===== src/sv/meeq_pkg.sv =====
package meeq_pkg;

  localparam int QUEUE_DEPTH = 4;
  localparam int PIN_COUNT   = 32;

  localparam int PTR_W  = (QUEUE_DEPTH > 1) ? $clog2(QUEUE_DEPTH) : 1;
  localparam int CNT_W  = $clog2(QUEUE_DEPTH + 1);
  localparam int PIN_W  = 5;
  localparam int CODE_W = 7;
  localparam int MASK_W = 64;

  localparam logic [PTR_W-1:0] LAST_PTR  = PTR_W'(QUEUE_DEPTH - 1);
  localparam logic [CNT_W-1:0] FULL_CNT  = CNT_W'(QUEUE_DEPTH);
  localparam logic [PIN_W:0]   PIN_LIMIT = (PIN_W + 1)'(PIN_COUNT);

  typedef enum logic [1:0] {
    OP_POST = 2'd0,
    OP_PEEK = 2'd1,
    OP_POP  = 2'd2,
    OP_NOP  = 2'd3
  } opcode_t;

  typedef struct packed {
    opcode_t          opcode;
    logic [PIN_W-1:0] pin;
    logic             falling_edge;
  } item_t;

  typedef struct packed {
    logic [CODE_W-1:0] event_code;
    logic              found;
    logic              accepted;
  } result_t;

  typedef struct packed {
    logic [CNT_W-1:0] count;
    logic             empty;
    logic             full;
  } status_t;

endpackage


===== src/sv/meeq_if.sv =====
interface meeq_in_if;
  import meeq_pkg::*;
  logic             valid;
  logic             ready;
  logic [1:0]       opcode;
  logic [PIN_W-1:0] pin;
  logic             falling_edge;
  modport source (output valid, output opcode, output pin, output falling_edge, input ready);
  modport sink   (input valid, input opcode, input pin, input falling_edge, output ready);
endinterface

interface meeq_out_if;
  import meeq_pkg::*;
  logic              valid;
  logic              ready;
  logic [CODE_W-1:0] event_code;
  logic              found;
  logic              accepted;
  modport source (output valid, output event_code, output found, output accepted, input ready);
  modport sink   (input valid, input event_code, input found, input accepted, output ready);
endinterface

interface meeq_cfg_if;
  import meeq_pkg::*;
  logic              valid;
  logic              ready;
  logic [MASK_W-1:0] data;
  modport source (output valid, output data, input ready);
  modport sink   (input valid, input data, output ready);
endinterface


===== src/sv/meeq_in_reg.sv =====
module meeq_in_reg
  import meeq_pkg::*;
(
  input  logic  clk,
  input  logic  rst_n,
  input  logic  in_valid,
  input  item_t in_item,
  output logic  in_ready,
  input  logic  adv,
  output logic  valid_r,
  output item_t item_r
);

  // stage empties when its beat moves on
  assign in_ready = !valid_r || adv;

  always_ff @(posedge clk) begin
    if (!rst_n) begin
      valid_r <= 1'b0;
    end else if (in_ready) begin
      valid_r <= in_valid;
    end
  end

  always_ff @(posedge clk) begin
    if (in_ready && in_valid) begin
      item_r <= in_item;
    end
  end

endmodule


===== src/sv/meeq_queue.sv =====
module meeq_queue
  import meeq_pkg::*;
(
  input  logic              clk,
  input  logic              rst_n,
  input  logic              fire,
  input  item_t             item,
  input  logic [MASK_W-1:0] mask,
  output result_t           result,
  output status_t           status
);

  logic [CODE_W-1:0] store [QUEUE_DEPTH];
  logic [PTR_W-1:0]  wr_ptr_r, wr_ptr_nxt;
  logic [PTR_W-1:0]  rd_ptr_r, rd_ptr_nxt;
  logic [CNT_W-1:0]  count_r, count_nxt;

  logic              enabled;
  logic [PIN_W:0]    bit_idx;
  logic [CODE_W-1:0] new_code;
  logic              do_push;
  logic              do_pop;

  assign status.count = count_r;
  assign status.empty = (count_r == '0);
  assign status.full  = (count_r == FULL_CNT);

  // falling enable at bit 2p, rising at 2p+1
  assign bit_idx  = {item.pin, !item.falling_edge};
  assign enabled  = ({1'b0, item.pin} < PIN_LIMIT) && mask[bit_idx];
  assign new_code = {item.pin, item.falling_edge ? 2'b01 : 2'b10};

  always_comb begin
    result  = '0;
    do_push = 1'b0;
    do_pop  = 1'b0;
    unique case (item.opcode)
      OP_POST: begin
        if (enabled && !status.full) begin
          result.accepted = 1'b1;
          do_push         = fire;
        end
      end
      OP_PEEK, OP_POP: begin
        if (!status.empty) begin
          result.event_code = store[rd_ptr_r];
          result.found      = 1'b1;
          do_pop            = fire && (item.opcode == OP_POP);
        end
      end
      default: begin
        result = '0;
      end
    endcase
  end

  always_comb begin
    wr_ptr_nxt = wr_ptr_r;
    rd_ptr_nxt = rd_ptr_r;
    count_nxt  = count_r;
    if (do_push) begin
      wr_ptr_nxt = (wr_ptr_r == LAST_PTR) ? '0 : wr_ptr_r + PTR_W'(1);
      count_nxt  = count_r + CNT_W'(1);
    end
    if (do_pop) begin
      rd_ptr_nxt = (rd_ptr_r == LAST_PTR) ? '0 : rd_ptr_r + PTR_W'(1);
      count_nxt  = count_r - CNT_W'(1);
    end
  end

  always_ff @(posedge clk) begin
    if (!rst_n) begin
      wr_ptr_r <= '0;
      rd_ptr_r <= '0;
      count_r  <= '0;
    end else begin
      wr_ptr_r <= wr_ptr_nxt;
      rd_ptr_r <= rd_ptr_nxt;
      count_r  <= count_nxt;
    end
  end

  always_ff @(posedge clk) begin
    if (do_push) begin
      store[wr_ptr_r] <= new_code;
    end
  end

endmodule


===== src/sv/meeq_out_reg.sv =====
module meeq_out_reg
  import meeq_pkg::*;
(
  input  logic    clk,
  input  logic    rst_n,
  input  logic    load,
  input  result_t result,
  input  logic    out_ready,
  output logic    adv_ok,
  output logic    out_valid_r,
  output result_t result_r
);

  assign adv_ok = !out_valid_r || out_ready;

  always_ff @(posedge clk) begin
    if (!rst_n) begin
      out_valid_r <= 1'b0;
    end else if (adv_ok) begin
      out_valid_r <= load;
    end
  end

  always_ff @(posedge clk) begin
    if (load) begin
      result_r <= result;
    end
  end

endmodule


===== src/sv/masked_edge_event_queue.sv =====
// masked edge event queue: posts pin edge events through a two-bit-per-pin enable
// mask (bit 2p falling, bit 2p+1 rising) into a four-entry ring, and answers peek
// and pop with the oldest event code ((pin << 2) | 1 falling, | 2 rising). every
// beat in gives exactly one result beat. a new beat is taken every clock unless
// the output stalls; each beat is held in the input register, then the result
// register, with the queue lookup and pointer update in between. a full queue or
// masked edge drops the post (accepted = 0); an empty queue gives found = 0, code
// 0. the mask register is written through the cfg channel, which is always ready.
module masked_edge_event_queue
  import meeq_pkg::*;
(
  input logic        clk,
  input logic        rst_n,
  meeq_in_if.sink    in_ch,
  meeq_out_if.source out_ch,
  meeq_cfg_if.sink   cfg_ch
);

  logic [MASK_W-1:0] mask_r;

  item_t   in_item;
  item_t   item_r;
  logic    stage_valid_r;
  logic    adv_ok;
  logic    fire;
  result_t result;
  result_t result_r;
  status_t status;
  logic    out_valid_r;

  // mask register, cfg beats are always taken
  assign cfg_ch.ready = 1'b1;

  always_ff @(posedge clk) begin
    if (!rst_n) begin
      mask_r <= '0;
    end else if (cfg_ch.valid) begin
      mask_r <= cfg_ch.data;
    end
  end

  assign in_item.opcode       = opcode_t'(in_ch.opcode);
  assign in_item.pin          = in_ch.pin;
  assign in_item.falling_edge = in_ch.falling_edge;

  // item leaves the input register when the result register can take it
  assign fire = stage_valid_r && adv_ok;

  meeq_in_reg u_in_reg (
    .clk      (clk),
    .rst_n    (rst_n),
    .in_valid (in_ch.valid),
    .in_item  (in_item),
    .in_ready (in_ch.ready),
    .adv      (adv_ok),
    .valid_r  (stage_valid_r),
    .item_r   (item_r)
  );

  meeq_queue u_queue (
    .clk    (clk),
    .rst_n  (rst_n),
    .fire   (fire),
    .item   (item_r),
    .mask   (mask_r),
    .result (result),
    .status (status)
  );

  meeq_out_reg u_out_reg (
    .clk         (clk),
    .rst_n       (rst_n),
    .load        (fire),
    .result      (result),
    .out_ready   (out_ch.ready),
    .adv_ok      (adv_ok),
    .out_valid_r (out_valid_r),
    .result_r    (result_r)
  );

  assign out_ch.valid      = out_valid_r;
  assign out_ch.event_code = result_r.event_code;
  assign out_ch.found      = result_r.found;
  assign out_ch.accepted   = result_r.accepted;

  // fill level never passes the ring depth
  a_count_bound: assert property (@(posedge clk) disable iff (!rst_n)
    status.count <= FULL_CNT)
    else $error("event count above queue depth");

  // a post into a full ring must report a drop
  a_full_drop: assert property (@(posedge clk) disable iff (!rst_n)
    fire && status.full && item_r.opcode == OP_POST |=> !out_ch.accepted)
    else $error("post accepted into full queue");

  // lookup on an empty ring must report not found
  a_empty_miss: assert property (@(posedge clk) disable iff (!rst_n)
    fire && status.empty && (item_r.opcode == OP_PEEK || item_r.opcode == OP_POP)
    |=> !out_ch.found && out_ch.event_code == '0)
    else $error("event found in empty queue");

  // a pop that hits removes exactly one entry
  a_pop_count: assert property (@(posedge clk) disable iff (!rst_n)
    fire && !status.empty && item_r.opcode == OP_POP
    |=> status.count == $past(status.count) - CNT_W'(1))
    else $error("pop did not remove one entry");

endmodule

===== src/flat_wrapper.sv =====
// flat-port wrapper written by rule: the top's interface ports become plain ports
module masked_edge_event_queue_flat import meeq_pkg::*;
  (clk, rst_n, in_ch_valid, in_ch_opcode, in_ch_pin, in_ch_falling_edge, in_ch_ready, out_ch_valid, out_ch_event_code, out_ch_found, out_ch_accepted, out_ch_ready, cfg_ch_valid, cfg_ch_data, cfg_ch_ready);
  meeq_in_if in_ch_i ();
  meeq_out_if out_ch_i ();
  meeq_cfg_if cfg_ch_i ();
  input logic clk;
  input logic rst_n;
  input wire logic [$bits(in_ch_i.valid)-1:0] in_ch_valid;
  input wire logic [$bits(in_ch_i.opcode)-1:0] in_ch_opcode;
  input wire logic [$bits(in_ch_i.pin)-1:0] in_ch_pin;
  input wire logic [$bits(in_ch_i.falling_edge)-1:0] in_ch_falling_edge;
  output wire logic [$bits(in_ch_i.ready)-1:0] in_ch_ready;
  output wire logic [$bits(out_ch_i.valid)-1:0] out_ch_valid;
  output wire logic [$bits(out_ch_i.event_code)-1:0] out_ch_event_code;
  output wire logic [$bits(out_ch_i.found)-1:0] out_ch_found;
  output wire logic [$bits(out_ch_i.accepted)-1:0] out_ch_accepted;
  input wire logic [$bits(out_ch_i.ready)-1:0] out_ch_ready;
  input wire logic [$bits(cfg_ch_i.valid)-1:0] cfg_ch_valid;
  input wire logic [$bits(cfg_ch_i.data)-1:0] cfg_ch_data;
  output wire logic [$bits(cfg_ch_i.ready)-1:0] cfg_ch_ready;
  assign in_ch_i.valid = in_ch_valid;
  assign in_ch_i.opcode = in_ch_opcode;
  assign in_ch_i.pin = in_ch_pin;
  assign in_ch_i.falling_edge = in_ch_falling_edge;
  assign in_ch_ready = in_ch_i.ready;
  assign out_ch_valid = out_ch_i.valid;
  assign out_ch_event_code = out_ch_i.event_code;
  assign out_ch_found = out_ch_i.found;
  assign out_ch_accepted = out_ch_i.accepted;
  assign out_ch_i.ready = out_ch_ready;
  assign cfg_ch_i.valid = cfg_ch_valid;
  assign cfg_ch_i.data = cfg_ch_data;
  assign cfg_ch_ready = cfg_ch_i.ready;
  masked_edge_event_queue u_core (.clk(clk), .rst_n(rst_n), .in_ch(in_ch_i), .out_ch(out_ch_i), .cfg_ch(cfg_ch_i));
endmodule

===== config.mk =====
export PLATFORM = sky130hd
export DESIGN_NAME = masked_edge_event_queue_flat
export DESIGN_NICKNAME = d
export VERILOG_FILES = /design/src/sv/meeq_pkg.sv /design/src/sv/meeq_if.sv /design/src/sv/meeq_in_reg.sv /design/src/sv/meeq_queue.sv /design/src/sv/meeq_out_reg.sv /design/src/sv/masked_edge_event_queue.sv /design/src/flat_wrapper.sv
export SDC_FILE = /design/constraint.sdc
export NUM_CORES = 1
export LEC_CHECK = 0
export BUFFER_PORTS_ARGS = -buffer_cell sky130_fd_sc_hd__buf_4
export CELL_PAD_IN_SITES_DETAIL_PLACEMENT = 1
export CELL_PAD_IN_SITES_GLOBAL_PLACEMENT = 1
export CORE_ASPECT_RATIO = 1.5
export CORE_MARGIN = 5
export CORE_UTILIZATION = 40
export CTS_CLUSTER_DIAMETER = 30
export DETAILED_ROUTE_END_ITERATION = 7
export PLACE_DENSITY_LB_ADDON = 0.1
export SYNTH_ARGS = -nofsm -noshare
export SYNTH_HDL_FRONTEND = slang
export SYNTH_SLANG_ARGS = --single-unit

===== constraint.sdc =====
create_clock -name clk -period 2.35 [get_ports clk]
set_clock_uncertainty 0.1 [all_clocks]
set_input_delay 0.235 -clock clk [delete_from_list [all_inputs] [get_ports clk]]
set_output_delay 0.235 -clock clk [all_outputs]
set_load 0.01 [all_outputs]

Word level (Yosys, flattened, before mapping):

Memories as Yosys holds them, arrays and structs flattened. A register that Yosys moved wholly into a read port is not among the register bits.
Index checks and enable logic that the tools add are counted.

* flip-flop bits (word level): 83
* RAM bits: 28
* input bits: 77
* output and inout port bits: 12
* logic and storage cells: 53
* memories: 1

Memory list
* u_core.u_queue.store: words 4, width 7, rd ports 1, clocked after Yosys merged registers in 1, wr ports 1, RTL line meeq_queue.sv:13 `logic [CODE_W-1:0] store [QUEUE_DEPTH];`

* add/sub/neg operators: 4
* magnitude comparators: 1
* equality and inequality tests: 5
* multiplexer cells: 15
* bitwise logic cells: 1
* reductions and logical operators: 15

Operators by type and width (count)
* 1-bit two-way mux: 9
* 6-bit by 7-bit < comparator with 1-bit output (second input constant): 1
* 1-bit binary-select mux with 6-bit select: 1
* 2-bit == test (second input constant): 3
* 2-bit two-way mux: 3
* 3-bit two-way mux: 2
* 2-bit by 1-bit adder with 2-bit output (second input constant): 2
* 1-bit logical AND: 4
* 1-bit zero test: 4
* 2-bit OR reduction: 2
* 3-bit by 1-bit adder with 3-bit output (second input constant): 1
* 3-bit == test (second input constant): 1
* 3-bit zero test: 1
* 3-bit by 1-bit subtractor with 3-bit output (second input constant): 1
* 2-bit by 1-bit == test with 1-bit output (second input constant): 1
* 2-bit zero test: 1
* 1-bit logical OR: 2
* 2-bit nonzero test: 1
* 1-bit inverter: 1

Logic depth before layout (Yosys ltp):

* depth in word-level cells: 8
* depth in mapped cells: 11
* depth with buffers taken out: 10

Hierarchy:

Synthesis repeated with hierarchy kept, for this count alone.

* cells, all modules: 396
* area total of the unflattened synthesis: 5268.8 µm²

By module, submodules not included
* masked_edge_event_queue: instances 1, cells an instance 209, area each 2468.6 µm², seq. area each 1281.2 µm²
* meeq_queue: instances 1, cells an instance 161, area each 2183.3 µm², seq. area each 1021.0 µm²
* meeq_out_reg: instances 1, cells an instance 13, area each 319.1 µm², seq. area each 290.3 µm²
* meeq_in_reg: instances 1, cells an instance 13, area each 297.8 µm², seq. area each 260.2 µm²

Least setup slack after synthesis:

No wires, ideal clock.

* path kind: register -> register
* start: register u_core.u_out_reg.out_valid_r
* end: register u_core.u_queue.count_r[2]
* library setup time: 72 ps
* arrival: 2475 ps
* required time: 2178 ps
* path slack: -297 ps
* cell stages (with the launch flop): 10
* buffers on the path: 0
* clock period less this slack: 2647 ps
* path through: dfxtp_1 > nor2b_1 > nor2b_1 > nand3_1 > fa_1 > and3_1 > o21ai_0 > xnor2_1 > nand2_1 > mux2i_1

* cells in the longest elaborated chain, start to end: 7
* elaborated cells between the ends (all ways): 10
* those cells by class: mux: 5; reduce/logical: 5

RTL lines
* start, declared: RTL line meeq_out_reg.sv:10 `output logic out_valid_r,`
* start signal, assigned: RTL line meeq_out_reg.sv:20 `out_valid_r <= load;`
* 1-bit zero test (*): RTL line meeq_out_reg.sv:14 `assign adv_ok = !out_valid_r || out_ready;`
* 1-bit logical OR (*): RTL line meeq_out_reg.sv:14
* 1-bit logical AND (*): RTL line masked_edge_event_queue.sv:47 `assign fire = stage_valid_r && adv_ok;`
* net u_core.fire: RTL line masked_edge_event_queue.sv:25 `logic fire;`
* 1-bit logical AND: RTL line meeq_queue.sv:48 `do_pop = fire && (item.opcode == OP_POP);`
* 1-bit two-way mux: RTL line meeq_queue.sv:45 `if (!status.empty) begin`
* 1-bit two-way mux: RTL line meeq_queue.sv:37 `unique case (item.opcode)`
* 3-bit two-way mux or 2-bit nonzero test (tied branches)
* end signal, assigned: RTL line meeq_queue.sv:79 `count_r <= count_nxt;`
* end, declared: RTL line meeq_queue.sv:16 `logic [CNT_W-1:0] count_r, count_nxt;`

Mark *: on every way through the listed nets, which the timed path passes. The rest lies on a longest branch.
A chain may end at the register's enable or synchronous reset.

Worst setup path after layout:

* start: register u_core.u_in_reg.item_r[1] (netlist name)
* end: register u_core.u_queue.wr_ptr_r[0]

* cells in the longest elaborated chain, start to end: 5

RTL lines
* 1-bit binary-select mux with 6-bit select: RTL line meeq_queue.sv:30 `assign enabled = ({1'b0, item.pin} < PIN_LIMIT) && mask[bit_idx];`
* 1-bit two-way mux (implied by the code): RTL line meeq_queue.sv:30
* 1-bit logical AND: RTL line meeq_queue.sv:39 `if (enabled && !status.full) begin`
* 1-bit two-way mux: RTL line meeq_queue.sv:39
* 1-bit two-way mux: RTL line meeq_queue.sv:37
* end signal, assigned: RTL line meeq_queue.sv:77 `wr_ptr_r <= wr_ptr_nxt;`
* end, declared: RTL line meeq_queue.sv:14 `logic [PTR_W-1:0] wr_ptr_r, wr_ptr_nxt;`

Every way passes these cells. The select of a mux whose other input is x is not followed.

==> flow_metrics.py <==
metrics = {
    "worst_setup_path": {
        "ff2ff_path_depth": 8,
        "worstPathRequired_ps": 2590,
        "r2r_end": "u_core.u_queue.wr_ptr_r[0]$_SDFFE_PN0P_",
        "worstSetupEndpointType": "flop",
        "rrSetupSlack_ps": -130,
        "crit_arrival_ps": 2720,
        "timing.rr.start": "u_core.u_in_reg.item_r[1]$_DFFE_PP_",
        "cp_max_fo": 13,
        "startpoint_type": "flop",
        "critPathKind": "flop to flop",
    },
    "global_route": {
        "grt-busiest-layer": "met2",
        "grt_pass1_vias": 4328,
        "grt_antenna_before_repair": 0,
        "grt.met1_usage": 0.215,
        "grt_util_met3": 0.0430,
        "grt_max_degree": 47,
        "grt_use_total": 0.197,
        "grt_overflow": 0,
        "use_met2": 0.363,
        "grt_pass1_wl_um": 22600,
    },
    "yosys": {
        "synth.net_count": 487,
        "synth_cells": 402,
        "synth-edff-count": 45,
        "yosysTopAreaCellShare": 0.288,
        "synth-async-reset-ratio": 0,
        "ys_seq_area_frac": 0.554,
        "synth-main-ff-cell": "dfxtp_1",
        "synth_top_area_cell": "dfxtp_1",
        "syn_area_per_cell_um2": 12.6,
        "synthTopCellsByArea": "dfxtp_1 (29%), edfxtp_1 (27%), mux2i_1 (17%)",
        "synth_cell_types": 44,
        "yosys_warnings": 0,
        "synth_area_um2": 5080,
        "synth-seq-cells": 118,
    },
    "run_status": {
        "violations": "negative setup slack",
        "status": "finished with violations",
    },
    "clocking": {
        "clock-sinks": 118,
        "h-tree-depth": 4,
        "cts-root-buf": "clkbuf_16",
        "numCtsBuffers": 17,
        "clockBufferDepth": 2,
        "cts_tree": "yes",
        "path_clk_slew_ps": 50,
        "insertion_delay_ps": 410,
    },
    "finish": {
        "nNetsFinal": 663,
        "stdcell_area_um2": 7420,
        "diodes": 0,
        "final_core_util": 0.596,
        "area_growth_pct": 46.1,
        "fillers": 1216,
        "drive_gt1_frac": 0.288,
        "fin_cells": 747,
    },
    "detailed_routing": {
        "wl_per_cell_um": 18.5,
        "vias": 3745,
        "via_per_inst": 5.01,
        "ant_nets": 0,
        "drt_iter0_drc": 85,
        "firstDrtPassIters": 4,
        "wl_um": 13800,
        "drc": 0,
    },
    "pwr": {
        "power_per_cell_area_nw_per_um2": 722,
        "leakagePower_nw": 3.20,
        "ir_worst_vdd_v": 0.000444,
        "p_total_mw": 5.36,
    },
    "floorplan": {
        "fp.dieH_um": 148,
        "dieArea_um2": 15100,
        "initial_core_util": 0.408,
        "fp.dieW_um": 102,
        "row_count": 50,
        "num_io_pins": 89,
        "coreArea_um2": 12400,
    },
    "place": {
        "numPortBuffers": 87,
        "hpwlAfterDp_um": 9260,
        "place_congestion": 0.757,
        "place_area_um2": 6000,
        "place_ws_ps": -134,
        "place_inst": 639,
    },
    "timing": {
        "fmax_mhz": 403,
        "rsz0062_at_grt": "yes",
        "worst_slew_pin_slew_ps": 584,
        "finalCritPeriodShare": 1.06,
        "slew_headroom": 0.610,
        "fin_crit_ps": 2480,
        "drv_slew": 0,
        "hold_viol": 0,
        "worst_slack_ps": -132,
        "tns_ps": -3200,
        "whs_ps": 36.1,
        "setup_viol": 30,
    },
    "min_path": {
        "min_from": "rst_n",
        "worst_hold_path.num_cells": 3,
        "min_to": "u_core.u_queue.count_r[2]$_SDFFE_PN0P_",
        "hold_path_class": "input pin to flop",
    },
    "run": {
        "drv_cap": 0,
    },
}
[synth_stat cells (2+ instances only)]
cell type / number
mux2i_1: 86
nor2_1: 74
dfxtp_1: 73
edfxtp_1: 45
clkbuf_1: 13
and2_1: 12
mux4_2: 10
mux4_1: 8
nand2_1: 8
ha_1: 7
inv_1: 7
nand3_1: 7
a21oi_1: 5
nor2b_1: 5
buf_1: 4
a22oi_1: 3
buf_2: 3
buf_6: 2
inv_2: 2
nand2b_1: 2
nor3_1: 2
o21ai_0: 2
[report_power, final]
part	total, mW	internal, mW	switching [mW]
registers	2.26	2.21	0.0530
logic	0.561	0.328	0.234
clock network	2.54	1.61	0.928
[metal layers]
layer  share of wire  up-vias  routed length (µm)
li1                -     1801                   -
met1            0.37     1855                5170
met2            0.58       73                7950
met3           0.031       16                 433
met4           0.018        0                 245
met5               0        -                   0
[worst max-delay path: stages, from the launching register on]
cell      delay, ps
edfxtp_1        410
buf_12          180
mux2i_1         130
mux4_2          530
a221oi_4        330
nand4_4         150
buf_4           180
a211o_1         300
a21oi_2         100
[worst max path at each step]
| stage | startpoint | end | slack, ps | cells past startpoint |
|---|---|---|---|---|
| floorplan | u_core.u_in_reg.item_r[1]$_DFFE_PP_ | u_core.u_queue.store[0][0]$_DFFE_PP_ | -90 | 8 |
| global placement | u_core.u_in_reg.item_r[1]$_DFFE_PP_ | u_core.u_queue.store[0][0]$_DFFE_PP_ | -90 | 7 |
| detailed placement | u_core.u_in_reg.item_r[1]$_DFFE_PP_ | u_core.u_queue.store[1][4]$_DFFE_PP_ | -130 | 7 |
| CTS | u_core.u_in_reg.item_r[1]$_DFFE_PP_ | u_core.u_queue.wr_ptr_r[0]$_SDFFE_PN0P_ | -90 | 8 |
| global route | u_core.u_in_reg.item_r[1]$_DFFE_PP_ | u_core.u_queue.wr_ptr_r[0]$_SDFFE_PN0P_ | -210 | 8 |
| finish | u_core.u_in_reg.item_r[1]$_DFFE_PP_ | u_core.u_queue.wr_ptr_r[0]$_SDFFE_PN0P_ | -130 | 8 |
[repair_timing]
item | 4_1_cts | 5_1_grt
endpoints found under the setup margin | 32 | 34
pin swaps | 5 | 1
gates resized for setup | 0 | 13
buffers inserted | 2 | 1
endpoints found under the hold margin | 73 | 0
hold buffers | 73 | 0
[cell type report]
| class | instances | area [µm²] | share of cell area |
|---|---|---|---|
| flip-flops and latches | 118 | 2810 | 0.379 |
| multi-input cells | 251 | 2180 | 0.294 |
| repair buffers | 181 | 1610 | 0.217 |
| clock buffers | 22 | 497 | 0.0669 |
| well taps | 156 | 195 | 0.0263 |
| clock inverters | 10 | 91.3 | 0.0123 |
| inverters | 9 | 33.8 | 0.00455 |
[placed cells by master (no fill, tap or decap), types with 7 or more instances in the layout]
master	netlist	final
buf_4	1	102
mux2i_1	86	85
nor2_1	74	74
dlygate4sd3_1	0	73
dfxtp_1	73	73
edfxtp_1	45	45
clkbuf_16	0	19
mux4_2	10	10
mux4_1	8	8
and2_1	12	8
inv_1	7	7
nand2_1	8	7
ha_1	7	7
[sequential cells by signal, indices dropped and copies added (netlist names)]
signal and count:
u_core.u_queue.wr_ptr_r 2, u_core.u_queue.rd_ptr_r 2, u_core.u_queue.store 28, u_core.u_in_reg.valid_r 1, u_core.u_queue.count_r 3, u_core.mask_r 64, u_core.u_in_reg.item_r 8, u_core.u_out_reg.out_valid_r 1
u_core.u_out_reg.result_r 9
[cells by family after synthesis]
family | after synthesis | share of synthesized area
XOR/XNOR | 2 | 0.00345
adder cells (fa/ha/maj) | 8 | 0.0212
AO/OA/AOI/OAI | 20 | 0.0303
buffers and inverters | 33 | 0.0320
flip-flops | 118 | 0.554
other | 1 | 0.000739
AND/OR/NAND/NOR | 116 | 0.103
multiplexers | 104 | 0.255
Power figures use the tool's default switching activity.
